--- config.mk ---
export PLATFORM = sky130hd
export DESIGN_NAME = ecou_mul
export DESIGN_NICKNAME = d
export VERILOG_FILES = /design/src/hdl/euler_camera_orientation_update_defines.svh /design/src/hdl/ecou_pkg.sv /design/src/hdl/ecou_mul.sv
export SDC_FILE = /design/constraint.sdc
export NUM_CORES = 2
export LEC_CHECK = 0
export BUFFER_PORTS_ARGS = -buffer_cell sky130_fd_sc_hd__buf_2
export CORE_MARGIN = 10
export CORE_UTILIZATION = 46
export CTS_BUF_LIST = sky130_fd_sc_hd__clkbuf_4 sky130_fd_sc_hd__clkbuf_8 sky130_fd_sc_hd__clkbuf_16
export DETAILED_ROUTE_END_ITERATION = 8
export PLACE_DENSITY = 0.68
export SLEW_MARGIN = 20
export SYNTH_ARGS = -nofsm -noshare
export SYNTH_HDL_FRONTEND = slang
export SYNTH_SLANG_ARGS = --single-unit
--- constraint.sdc ---
create_clock -name clock -period 18.05 [get_ports clock]
set_clock_uncertainty 0.1 [all_clocks]
set_input_delay 0.9025 -clock clock [delete_from_list [all_inputs] [get_ports clock]]
set_output_delay 0.9025 -clock clock [all_outputs]
set_load 0.1 [all_outputs]
--- src/hdl/euler_camera_orientation_update_defines.svh ---
// ----------------------------------------------------------------------------
// euler camera orientation update - assertion macros
// shared concurrent check helpers for the camera block
// ----------------------------------------------------------------------------
`ifndef EULER_CAMERA_ORIENTATION_UPDATE_DEFINES_SVH
`define EULER_CAMERA_ORIENTATION_UPDATE_DEFINES_SVH

// same-cycle implication
`define ECOU_ASSERT_NOW(lbl, clk, rst, ante, cons, msg) \
   lbl: assert property (@(posedge clk) disable iff (rst) (ante) |-> (cons)) \
      else $error(msg);

// next-cycle implication
`define ECOU_ASSERT_NEXT(lbl, clk, rst, ante, cons, msg) \
   lbl: assert property (@(posedge clk) disable iff (rst) (ante) |=> (cons)) \
      else $error(msg);

`endif

--- src/hdl/ecou_pkg.sv ---
// ----------------------------------------------------------------------------
// ecou_pkg
// constants, types and rounding helpers of the camera orientation block
// ----------------------------------------------------------------------------
`timescale 1ns / 1ps
`default_nettype none

package ecou_pkg;

   localparam int VECTOR_FRAC_BITS = 14;
   localparam int VEC_W   = 16;
   localparam int POS_W   = 32;
   localparam int ANG_W   = 28;
   localparam int YAW_W   = 26;
   localparam int PITCH_W = 24;
   localparam int RED_W   = 23;
   localparam int TRIG_W  = 32;

   localparam int LOOK_GAIN = 3277;
   localparam int DEG90     = 90 * 65536;
   localparam int DEG360    = 360 * 65536;

   localparam logic [TRIG_W-1:0] ONE30 = 32'h4000_0000;
   localparam logic [31:0] PI_Q30 = 32'd3373259426;

   localparam int MUL_W  = 33;
   localparam int PROD_W = 2 * MUL_W;

   localparam int DIV_W    = 40;
   localparam int DVS_W    = 8;
   localparam int DIV_STEP = 4;
   localparam int DIV_ITER = DIV_W / DIV_STEP;

   localparam int SH1 = 30 - VECTOR_FRAC_BITS;
   localparam int SH2 = 60 - VECTOR_FRAC_BITS;
   localparam int MOVE_SH   = VECTOR_FRAC_BITS - 8;
   localparam int MOVE_DIV  = 100;
   localparam int MOVE_HALF = (MOVE_DIV << MOVE_SH) / 2;

   localparam logic [VEC_W-1:0] VEC_ONE = VEC_W'(1 << VECTOR_FRAC_BITS);

   localparam logic MODE_LOOK = 1'b0;
   localparam logic MODE_KEY  = 1'b1;

   localparam logic [1:0] CSR_START_X = 2'd0;
   localparam logic [1:0] CSR_START_Y = 2'd1;
   localparam logic [1:0] CSR_START_Z = 2'd2;

   // polynomial sequence steps
   localparam logic [2:0] PSTEP_ANGLE  = 3'd0;
   localparam logic [2:0] PSTEP_SQUARE = 3'd1;
   localparam logic [2:0] PSTEP_FIRST  = 3'd2;
   localparam logic [2:0] PSTEP_LAST   = 3'd6;
   localparam logic [2:0] PSTEP_FINAL  = 3'd7;

   typedef enum logic [2:0] {
      KEY_NONE  = 3'd0,
      KEY_FWD   = 3'd1,
      KEY_BACK  = 3'd2,
      KEY_LEFT  = 3'd3,
      KEY_RIGHT = 3'd4,
      KEY_UP    = 3'd5,
      KEY_DOWN  = 3'd6
   } key_type;

   typedef struct packed {
      logic             start;
      logic [DIV_W-1:0] dividend;
      logic [DVS_W-1:0] divisor;
   } div_req_type;

   typedef struct packed {
      logic             done;
      logic [DIV_W-1:0] quotient;
   } div_rsp_type;

   function automatic logic [DVS_W-1:0] poly_divisor(input logic [2:0] step);
      logic [DVS_W-1:0] d;
      case (step)
         PSTEP_ANGLE: d = 8'd180;
         3'd2:        d = 8'd110;
         3'd3:        d = 8'd72;
         3'd4:        d = 8'd42;
         3'd5:        d = 8'd20;
         3'd6:        d = 8'd6;
         default:     d = 8'd1;
      endcase
      return d;
   endfunction

   // round half away from zero, q30 to vector format
   function automatic logic [VEC_W-1:0] rnd_q30(input logic signed [31:0] v);
      logic [32:0]      mag;
      logic [32:0]      sum;
      logic [VEC_W-1:0] r;
      mag = v[31] ? (33'd0 - 33'(v)) : 33'(v);
      sum = mag + (33'd1 << (SH1 - 1));
      r   = VEC_W'(sum >> SH1);
      return v[31] ? (VEC_W'(0) - r) : r;
   endfunction

   // round half away from zero, q60 to vector format
   function automatic logic [VEC_W-1:0] rnd_q60(input logic signed [PROD_W-1:0] v);
      logic [PROD_W:0]  mag;
      logic [PROD_W:0]  sum;
      logic [VEC_W-1:0] r;
      mag = v[PROD_W-1] ? ((PROD_W+1)'(0) - (PROD_W+1)'(v)) : (PROD_W+1)'(v);
      sum = mag + ((PROD_W+1)'(1) << (SH2 - 1));
      r   = VEC_W'(sum >> SH2);
      return v[PROD_W-1] ? (VEC_W'(0) - r) : r;
   endfunction

endpackage

`default_nettype wire

--- src/hdl/ecou_mul.sv ---
// ----------------------------------------------------------------------------
// ecou_mul
// shared signed multiplier with registered product
// ----------------------------------------------------------------------------
`timescale 1ns / 1ps
`default_nettype none

module ecou_mul (
   input  wire logic                                  clock,
   input  wire logic signed [ecou_pkg::MUL_W-1:0]     mul_a,
   input  wire logic signed [ecou_pkg::MUL_W-1:0]     mul_b,
   output logic signed [ecou_pkg::PROD_W-1:0]         prod
);

   logic signed [ecou_pkg::PROD_W-1:0] prod_ff;
   logic signed [ecou_pkg::PROD_W-1:0] prod_in;

   assign prod_in = ecou_pkg::PROD_W'(mul_a) * ecou_pkg::PROD_W'(mul_b);

   always_ff @(posedge clock) begin
      prod_ff <= prod_in;
   end

   assign prod = prod_ff;

endmodule

`default_nettype wire

==> impl_metrics.yaml <==
drt:
  firstDrtPassIters: 7
  vias: 27962
  vias_per_cell: 5.18
  ant_nets: 0
  wl_um: 109000
  post-route-drc-count: 0
  drt-initial-drc-count: 1694
  wl_per_cell_um: 20.1
synth:
  synth_warnings: 0
  synth_edf_count: 0
  ys_types: 61
  syn_area_per_cell_um2: 9.38
  syn_nets: 5731
  yosys_register_bits: 66
  synth_flop_cell: "dfxtp_1"
  syn_area_um2: 40400
  synth.yosys.seq_area_share_pct: 3.27
  synthArstFlopShare_pct: 0
  synthCells: 4302
clock_tree:
  cts_hold_buffers: 0
  htreeDepth: 3
  clkSlewWorstSetupHoldPaths_ps: 60
  cts_setup_buffers: 0
  cts_resized: 0
  cts.sinks: 66
  clock-root-buffer: "clkbuf_16"
  cts_tree: "built"
  clk_path_buf_depth: 2
  cts-buffers-inserted: 9
min_path:
  hold_path.class: "in2reg"
timing:
  totalNegativeSetupSlack_ps: 0
  period_minus_slack_ps: 9040
  setup_violations: 0
  drv_slew: 0
  final-hold-violation-count: 0
  fin_crit_sh_pct: 50.1
  worst_slack_ps: 9010
  hold_slack_ps: 1030
  rsz0062_at_grt: "false"
  worst_slew_pin_slew_ps: 1140
  slew_headroom_pct: 23.3
  fmax_mhz: 111
global_route:
  overflow: 0
  grt_pass1_wl_um: 178000
  grt_usage_pct: 22.9
  antenna_found_initial: 23
  grt_max_degree: 34
  grt_pass1_vias: 31696
setup_path:
  worstSetupEndpointType: "register"
  startpoint_type: "primary input"
  worstPathArrival_ps: 9260
  path_class: "in2reg"
  path_max_fanout: 33
  critPathRequiredTime_ps: 18280
placement:
  post-place-ws_ps: 8630
  dp_hpwl_um: 86400
  gp_congestion: 0.925
  portBuffers: 132
floorplanning:
  dieHeight_um: 316
  fp-row-count: 108
  die-width_um: 316
  dieArea_um2: 100000
  initial_core_util_pct: 46.5
  core_area_um2: 86900
  pin_count: 133
layout:
  layout_common_cells: "fa_1, inv_1, and2_1, nand2_1, ha_1"
  drive_above_1_share_pct: 4.34
  largest_register_ffs: 66
  area_growth_pct: 4.08
  final_nets: 5667
  mostFrequentLayoutCell: "fa_1"
status:
  status: "completed"
job:
  maxCapViolations: 0
through the flow:
stage / utilization, % / cells / instance area [um^2]
after CTS: 48.3 / 5396 / 42000
after global placement: 48.0 / 5382 / 41700
after global routing: 48.4 / 5398 / 42000
after detailed placement: 48.0 / 5382 / 41700
after floorplan: - / 4302 / 40400
final: 48.4 / 5398 / 42000
Yosys cell counts, drive strengths merged, types with 5 or more instances:
master	n	area, um^2
clkbuf	220	826
ha	217	2720
a21oi	73	365
nand2	543	2040
nand4	9	56.3
inv	1133	4250
o211ai	7	52.6
dfxtp	66	1320
nor4	5	31.3
o21bai	8	60.1
xor2	20	175
o21a	7	52.6
nand3	18	90.1
xnor2	55	482
nor3	8	45.0
a31oi	10	68.8
nor2	47	176
a21o	28	210
o21ai	43	219
and3	7	43.8
nand2b	9	56.3
and4	7	61.3
a211oi	9	87.6
or2	5	31.3
fa	1145	22900
and2	563	3520
critical path, stage by stage:
cell	delay [ps]
buf_2	720
nand2_1	190
fa_1	570
inv_1	50
fa_1	450
fa_1	500
inv_1	50
fa_1	450
fa_1	520
inv_1	50
fa_1	490
fa_1	490
inv_1	50
fa_1	470
inv_1	40
ha_1	350
and4_1	250
and2_1	190
and4_1	210
a211oi_2	880
o31ai_2	350
a31oi_2	400
o211ai_1	200
o41ai_2	260
xnor2_1	150
logic make-up after synthesis:
family / after synthesis / share of synthesized area [%]
buf+inv: 1354 / 12.6
flops: 66 / 3.27
compound gates: 217 / 3.60
xor+xnor: 75 / 1.63
fa+ha+maj: 1362 / 63.5
simple gates: 1228 / 15.4
path summary, 6_finish.rpt:
kind | startpoint | end | slack [ps] | cells after the start
worst max-delay path | mul_b[9] | prod[65]$_DFF_P_ | 9010 | 25
worst min-delay path | mul_b[0] | prod[0]$_DFF_P_ | 1030 | 2
layer usage:
metal | wire length [um] | track usage, %
met5 | 174 | 0
met4 | 3300 | 6.96
met3 | 9860 | 6.67
met2 | 52200 | 37.8
met1 | 43000 | 29.1
layout make-up:
type                       count  area, um^2
tap                         1155        1450
inverter                    1133        4250
antenna                        2        5.00
multi-input combinational   2882       34000
timing repair buffer         146         766
clock buffer                  11         246
sequential                    66        1320
fill                        8211       44900
clock inverter                 3        17.5
Power is not shown: default switching activity piles up to over one toggle a cycle in this logic, so the estimate is an artifact.
