**config.mk**
```make
export PLATFORM = sky130hd
export DESIGN_NAME = ecou_div
export DESIGN_NICKNAME = d
export VERILOG_FILES = /design/src/hdl/ecou_pkg.sv /design/src/hdl/ecou_div.sv
export VERILOG_INCLUDE_DIRS = /design/src /design/src/hdl
export SDC_FILE = /design/constraint.sdc
export NUM_CORES = 1
export LEC_CHECK = 0
export ABC_AREA = 0
export BUFFER_PORTS_ARGS = -buffer_cell sky130_fd_sc_hd__buf_4
export CAP_MARGIN = 20
export CORE_MARGIN = 8
export CORE_UTILIZATION = 25
export DETAILED_ROUTE_END_ITERATION = 8
export GPL_TIMING_DRIVEN = 0
export SYNTH_ARGS = -nofsm -noshare
export SYNTH_HDL_FRONTEND = slang
export SYNTH_SLANG_ARGS = --single-unit
```
**constraint.sdc**
```tcl
create_clock -name clock -period 20.5 [get_ports clock]
set_input_delay 3.075 -clock clock [delete_from_list [all_inputs] [get_ports clock]]
set_output_delay 3.075 -clock clock [all_outputs]
set_load 0.005 [all_outputs]
```
**src/hdl/euler_camera_orientation_update_defines.svh**
```systemverilog
// ----------------------------------------------------------------------------
// euler camera orientation update - assertion macros
// shared concurrent check helpers for the camera block
// ----------------------------------------------------------------------------
`ifndef EULER_CAMERA_ORIENTATION_UPDATE_DEFINES_SVH
`define EULER_CAMERA_ORIENTATION_UPDATE_DEFINES_SVH

// same-cycle implication
`define ECOU_ASSERT_NOW(lbl, clk, rst, ante, cons, msg) \
   lbl: assert property (@(posedge clk) disable iff (rst) (ante) |-> (cons)) \
      else $error(msg);

// next-cycle implication
`define ECOU_ASSERT_NEXT(lbl, clk, rst, ante, cons, msg) \
   lbl: assert property (@(posedge clk) disable iff (rst) (ante) |=> (cons)) \
      else $error(msg);

`endif

```
**src/hdl/ecou_pkg.sv**
```systemverilog
// ----------------------------------------------------------------------------
// ecou_pkg
// constants, types and rounding helpers of the camera orientation block
// ----------------------------------------------------------------------------
`timescale 1ns / 1ps
`default_nettype none

package ecou_pkg;

   localparam int VECTOR_FRAC_BITS = 14;
   localparam int VEC_W   = 16;
   localparam int POS_W   = 32;
   localparam int ANG_W   = 28;
   localparam int YAW_W   = 26;
   localparam int PITCH_W = 24;
   localparam int RED_W   = 23;
   localparam int TRIG_W  = 32;

   localparam int LOOK_GAIN = 3277;
   localparam int DEG90     = 90 * 65536;
   localparam int DEG360    = 360 * 65536;

   localparam logic [TRIG_W-1:0] ONE30 = 32'h4000_0000;
   localparam logic [31:0] PI_Q30 = 32'd3373259426;

   localparam int MUL_W  = 33;
   localparam int PROD_W = 2 * MUL_W;

   localparam int DIV_W    = 40;
   localparam int DVS_W    = 8;
   localparam int DIV_STEP = 4;
   localparam int DIV_ITER = DIV_W / DIV_STEP;

   localparam int SH1 = 30 - VECTOR_FRAC_BITS;
   localparam int SH2 = 60 - VECTOR_FRAC_BITS;
   localparam int MOVE_SH   = VECTOR_FRAC_BITS - 8;
   localparam int MOVE_DIV  = 100;
   localparam int MOVE_HALF = (MOVE_DIV << MOVE_SH) / 2;

   localparam logic [VEC_W-1:0] VEC_ONE = VEC_W'(1 << VECTOR_FRAC_BITS);

   localparam logic MODE_LOOK = 1'b0;
   localparam logic MODE_KEY  = 1'b1;

   localparam logic [1:0] CSR_START_X = 2'd0;
   localparam logic [1:0] CSR_START_Y = 2'd1;
   localparam logic [1:0] CSR_START_Z = 2'd2;

   // polynomial sequence steps
   localparam logic [2:0] PSTEP_ANGLE  = 3'd0;
   localparam logic [2:0] PSTEP_SQUARE = 3'd1;
   localparam logic [2:0] PSTEP_FIRST  = 3'd2;
   localparam logic [2:0] PSTEP_LAST   = 3'd6;
   localparam logic [2:0] PSTEP_FINAL  = 3'd7;

   typedef enum logic [2:0] {
      KEY_NONE  = 3'd0,
      KEY_FWD   = 3'd1,
      KEY_BACK  = 3'd2,
      KEY_LEFT  = 3'd3,
      KEY_RIGHT = 3'd4,
      KEY_UP    = 3'd5,
      KEY_DOWN  = 3'd6
   } key_type;

   typedef struct packed {
      logic             start;
      logic [DIV_W-1:0] dividend;
      logic [DVS_W-1:0] divisor;
   } div_req_type;

   typedef struct packed {
      logic             done;
      logic [DIV_W-1:0] quotient;
   } div_rsp_type;

   function automatic logic [DVS_W-1:0] poly_divisor(input logic [2:0] step);
      logic [DVS_W-1:0] d;
      case (step)
         PSTEP_ANGLE: d = 8'd180;
         3'd2:        d = 8'd110;
         3'd3:        d = 8'd72;
         3'd4:        d = 8'd42;
         3'd5:        d = 8'd20;
         3'd6:        d = 8'd6;
         default:     d = 8'd1;
      endcase
      return d;
   endfunction

   // round half away from zero, q30 to vector format
   function automatic logic [VEC_W-1:0] rnd_q30(input logic signed [31:0] v);
      logic [32:0]      mag;
      logic [32:0]      sum;
      logic [VEC_W-1:0] r;
      mag = v[31] ? (33'd0 - 33'(v)) : 33'(v);
      sum = mag + (33'd1 << (SH1 - 1));
      r   = VEC_W'(sum >> SH1);
      return v[31] ? (VEC_W'(0) - r) : r;
   endfunction

   // round half away from zero, q60 to vector format
   function automatic logic [VEC_W-1:0] rnd_q60(input logic signed [PROD_W-1:0] v);
      logic [PROD_W:0]  mag;
      logic [PROD_W:0]  sum;
      logic [VEC_W-1:0] r;
      mag = v[PROD_W-1] ? ((PROD_W+1)'(0) - (PROD_W+1)'(v)) : (PROD_W+1)'(v);
      sum = mag + ((PROD_W+1)'(1) << (SH2 - 1));
      r   = VEC_W'(sum >> SH2);
      return v[PROD_W-1] ? (VEC_W'(0) - r) : r;
   endfunction

endpackage

`default_nettype wire

```
**src/hdl/ecou_div.sv**
```systemverilog
// ----------------------------------------------------------------------------
// ecou_div
// shared unsigned divider, narrow divisor, four quotient bits per cycle
// ----------------------------------------------------------------------------
`timescale 1ns / 1ps
`default_nettype none

`include "euler_camera_orientation_update_defines.svh"

module ecou_div (
   input  wire logic                  clock,
   input  wire logic                  reset,
   input  wire ecou_pkg::div_req_type div_req,
   output ecou_pkg::div_rsp_type      div_rsp
);

   localparam int CNT_W = $clog2(ecou_pkg::DIV_ITER);

   logic                            busy_ff, busy_in;
   logic                            done_ff, done_in;
   logic [CNT_W-1:0]                cnt_ff, cnt_in;
   logic [ecou_pkg::DIV_W-1:0]      num_ff, num_in;
   logic [ecou_pkg::DVS_W-1:0]      rem_ff, rem_in;
   logic [ecou_pkg::DVS_W-1:0]      dvs_ff, dvs_in;
   logic [ecou_pkg::DIV_W-1:0]      num_v;
   logic [ecou_pkg::DVS_W-1:0]      rem_v;
   logic [ecou_pkg::DVS_W:0]        trial;

   // radix-16 restoring step
   always_comb begin
      rem_v = rem_ff;
      num_v = num_ff;
      trial = '0;
      for (int i = 0; i < ecou_pkg::DIV_STEP; i++) begin
         trial = {rem_v, num_v[ecou_pkg::DIV_W-1]};
         num_v = {num_v[ecou_pkg::DIV_W-2:0], 1'b0};
         if (trial >= {1'b0, dvs_ff}) begin
            trial    = trial - {1'b0, dvs_ff};
            num_v[0] = 1'b1;
         end
         rem_v = trial[ecou_pkg::DVS_W-1:0];
      end
   end

   always_comb begin
      busy_in = busy_ff;
      done_in = 1'b0;
      cnt_in  = cnt_ff;
      num_in  = num_ff;
      rem_in  = rem_ff;
      dvs_in  = dvs_ff;
      if (div_req.start) begin
         busy_in = 1'b1;
         cnt_in  = '0;
         num_in  = div_req.dividend;
         rem_in  = '0;
         dvs_in  = div_req.divisor;
      end else if (busy_ff) begin
         num_in = num_v;
         rem_in = rem_v;
         cnt_in = cnt_ff + CNT_W'(1);
         if (cnt_ff == CNT_W'(ecou_pkg::DIV_ITER - 1)) begin
            busy_in = 1'b0;
            done_in = 1'b1;
         end
      end
   end

   always_ff @(posedge clock) begin
      if (reset) begin
         busy_ff <= 1'b0;
         done_ff <= 1'b0;
         cnt_ff  <= '0;
      end else begin
         busy_ff <= busy_in;
         done_ff <= done_in;
         cnt_ff  <= cnt_in;
      end
      num_ff <= num_in;
      rem_ff <= rem_in;
      dvs_ff <= dvs_in;
   end

   assign div_rsp.done     = done_ff;
   assign div_rsp.quotient = num_ff;

   `ECOU_ASSERT_NOW(a_div_start_idle, clock, reset, div_req.start, !busy_ff, "divider restarted while busy")

endmodule

`default_nettype wire

```
==> results.yml <==
outcome:
  outcome: "finished clean"
grt:
  use_met1_pct: 12.6
  gr-total-overflow: 0
  antenna_found_initial: 0
  grt_start_max_net_pins: 41
  track_usage_pct: 10.7
  grt_pass1_wl_um: 18700
  busiest_layer: "met2"
  use_met2_pct: 17.7
  grt_pass1_vias: 3639
  met3_usage_pct: 4.12
clock_network:
  cts-resized-gates: 0
  clk_latency_ns: 0.33
  cts.sinks: 62
  cts_hold_buf: 0
  h-tree-depth: 3
  clkTransAtPathRegs_ns: 0.06
  postCtsSetupBuffers: 0
  numCtsBuffers: 9
  clk_path_buf_depth: 2
  tritoncts: "built"
  root_buffer: "clkbuf_16"
sta:
  setup_viol: 0
  hold_viol_final: 0
  slew-limit-headroom_pct: 37.2
  skew_ns: 0.00439
  fin_crit_ns: 8.42
  period_share_pct: 41.1
  max_slew.worst_pin.slew_ns: 0.942
  timing.fmax_ghz: 0.119
  fin_tns_setup_ns: 0
  finalMaxSlewViolations: 0
  final.setup.worst_slack_ns: 12.08
  rsz0062_at_grt: "no"
route:
  drt-total-wl_um: 11600
  drtAntennaViolNets: 0
  drt-initial-drc-count: 233
  vias: 3359
  drc_errors: 0
  post_drt_wl_per_cell_um: 16.1
  viasPerCell: 4.67
  drt-pass1-iter-count: 4
logic_synthesis:
  synth_fp_nets: 476
  yosysSeqAreaShare_pct: 40.2
  syn_inst: 387
  ys_top_cells_by_count: "50 x mux2_2, 48 x edfxtp_1, 34 x ha_1, 25 x inv_1, 23 x nor2_1"
  synth_edf_count: 48
  synthDistinctLibCells: 59
  synthesis.area_um2: 4280
  async_flop_share_pct: 0
  synth_ff_type: "edfxtp_1"
  netlist.area_leader.share_pct: 33.6
  ys_warn_count: 0
  synth_area_leaders: "edfxtp_1 34%, mux2_2 13%, ha_1 9.9%"
  ys_ff_latch: 62
  synth.avg_cell_area_um2: 11.1
  yosysMostFrequentCell: "mux2_2"
  yosys.area.top_type: "edfxtp_1"
die:
  ios: 92
  start_util_pct: 25.2
  rows: 48
  dieHeight_um: 147
  core_area_um2: 17000
  die_width_um: 147
  dieArea_um2: 21600
worst_setup_path:
  crit_path_top_delay_cell: "edfxtp_1"
  critPathCaptureType: "flip-flop"
  cp_data_required_time_ns: 20.73
  path_class: "reg -> reg"
  cp-start-kind: "flip-flop"
  cp_data_arrival_time_ns: 8.65
  slowest_delay_ns: 0.48
  cp_common_cell: "ha_1"
  crit_fanout: 10
job:
  maxCapViolCount: 0
finish:
  layout.nets: 578
  layout-drive-gt1-share_pct: 35.6
  final_cell_count_no_fill: 719
  fill_cells: 1716
  area_growth_pct: 29.3
  antennaDiodeCount: 0
  finish.utilization_pct: 32.6
placed_design:
  port_buffers: 91
  dp_cells: 703
  gp_congestion: 0.855
  preCtsSetupSlack_ns: 12.13
  hpwl_um: 9080
worst_hold_path:
  hp-class: "reg -> reg"
-- cells by family (layout without fill, tap and decap cells) --
kind of cell | Yosys count | in the layout | synth area share, %
AOI/OAI and AO/OA | 78 | 78 | 13.6
adders and majority gates | 38 | 38 | 11.8
xor gates and xnor gates | 20 | 20 | 4.09
muxes | 60 | 60 | 15.5
and+or+nand+nor | 91 | 91 | 11.2
DFF | 62 | 62 | 40.2
buffers and inverters | 38 | 145 | 3.65
-- stage by stage --
step,hold slack (ns),area [um^2]
2_1_floorplan,0.463,4280
3_3_place_gp,0.496,5250
3_5_place_dp,0.507,5250
4_1_cts,0.515,5540
5_1_grt,0.546,5540
6_report,0.517,5540
-- final timing paths --
kind             start   endpoint  slack, ns  depth (start not counted)
min          rem_ff[7]  rem_ff[7]       0.52                          2
max          dvs_ff[1]  rem_ff[2]      12.08                         34
min reg2reg  rem_ff[7]  rem_ff[7]       0.52                          2
max reg2reg  dvs_ff[1]  rem_ff[2]      12.08                         34
-- final cells by class --
class | count | area (um^2) | share of cell area [%]
buffer | 13 | 62.6 | 1.13
timing repair buffer | 91 | 683 | 12.3
clock buffer | 10 | 229 | 4.13
tap | 225 | 282 | 5.08
sequential | 62 | 1720 | 31.1
multi-input combinational | 287 | 2410 | 43.4
clock inverter | 6 | 62.6 | 1.13
inverter | 25 | 93.8 | 1.69
-- registers in the layout (all words and copies together), names as in the netlist --
register	count
dvs_ff	8
cnt_ff	4
rem_ff	8
done_ff	1
num_ff	40
busy_ff	1
-- layer usage --
layer  routed length, um  vias up
met5                   0        -
met4                 160        0
met3                1090       14
met2                5380      112
met1                4930     1577
li1                    -     1656
-- critical path: cells and delay by family, from the launching register on --
kind / cells / cell delay (ns)
buffers and inverters: 4 / 0.78
AO/OA/AOI/OAI: 17 / 4.15
multiplexers: 1 / 0.37
flip-flops: 1 / 0.48
AND/OR/NAND/NOR: 8 / 1.38
adder cells (fa/ha/maj): 4 / 1.18
-- placed cells by master (no fill, tap or decap), types with 5 or more instances in the layout --
cell type,n
clkbuf_1,10
nor2_1,23
nand4_1,5
clkbuf_16,9
xnor2_1,12
xor2_1,8
nand2_1,15
edfxtp_1,48
inv_1,25
nor3_1,9
nor2b_1,6
dfxtp_1,14
mux2_2,50
nand3_1,8
a21o_1,5
a21oi_1,13
a211oi_1,11
mux2i_1,10
o21ai_0,14
o21a_1,8
ha_1,34
buf_4,92
Power is left out: the tool's default activity adds up to more than one toggle a clock period on the data nets, which glitch-free logic cannot reach.
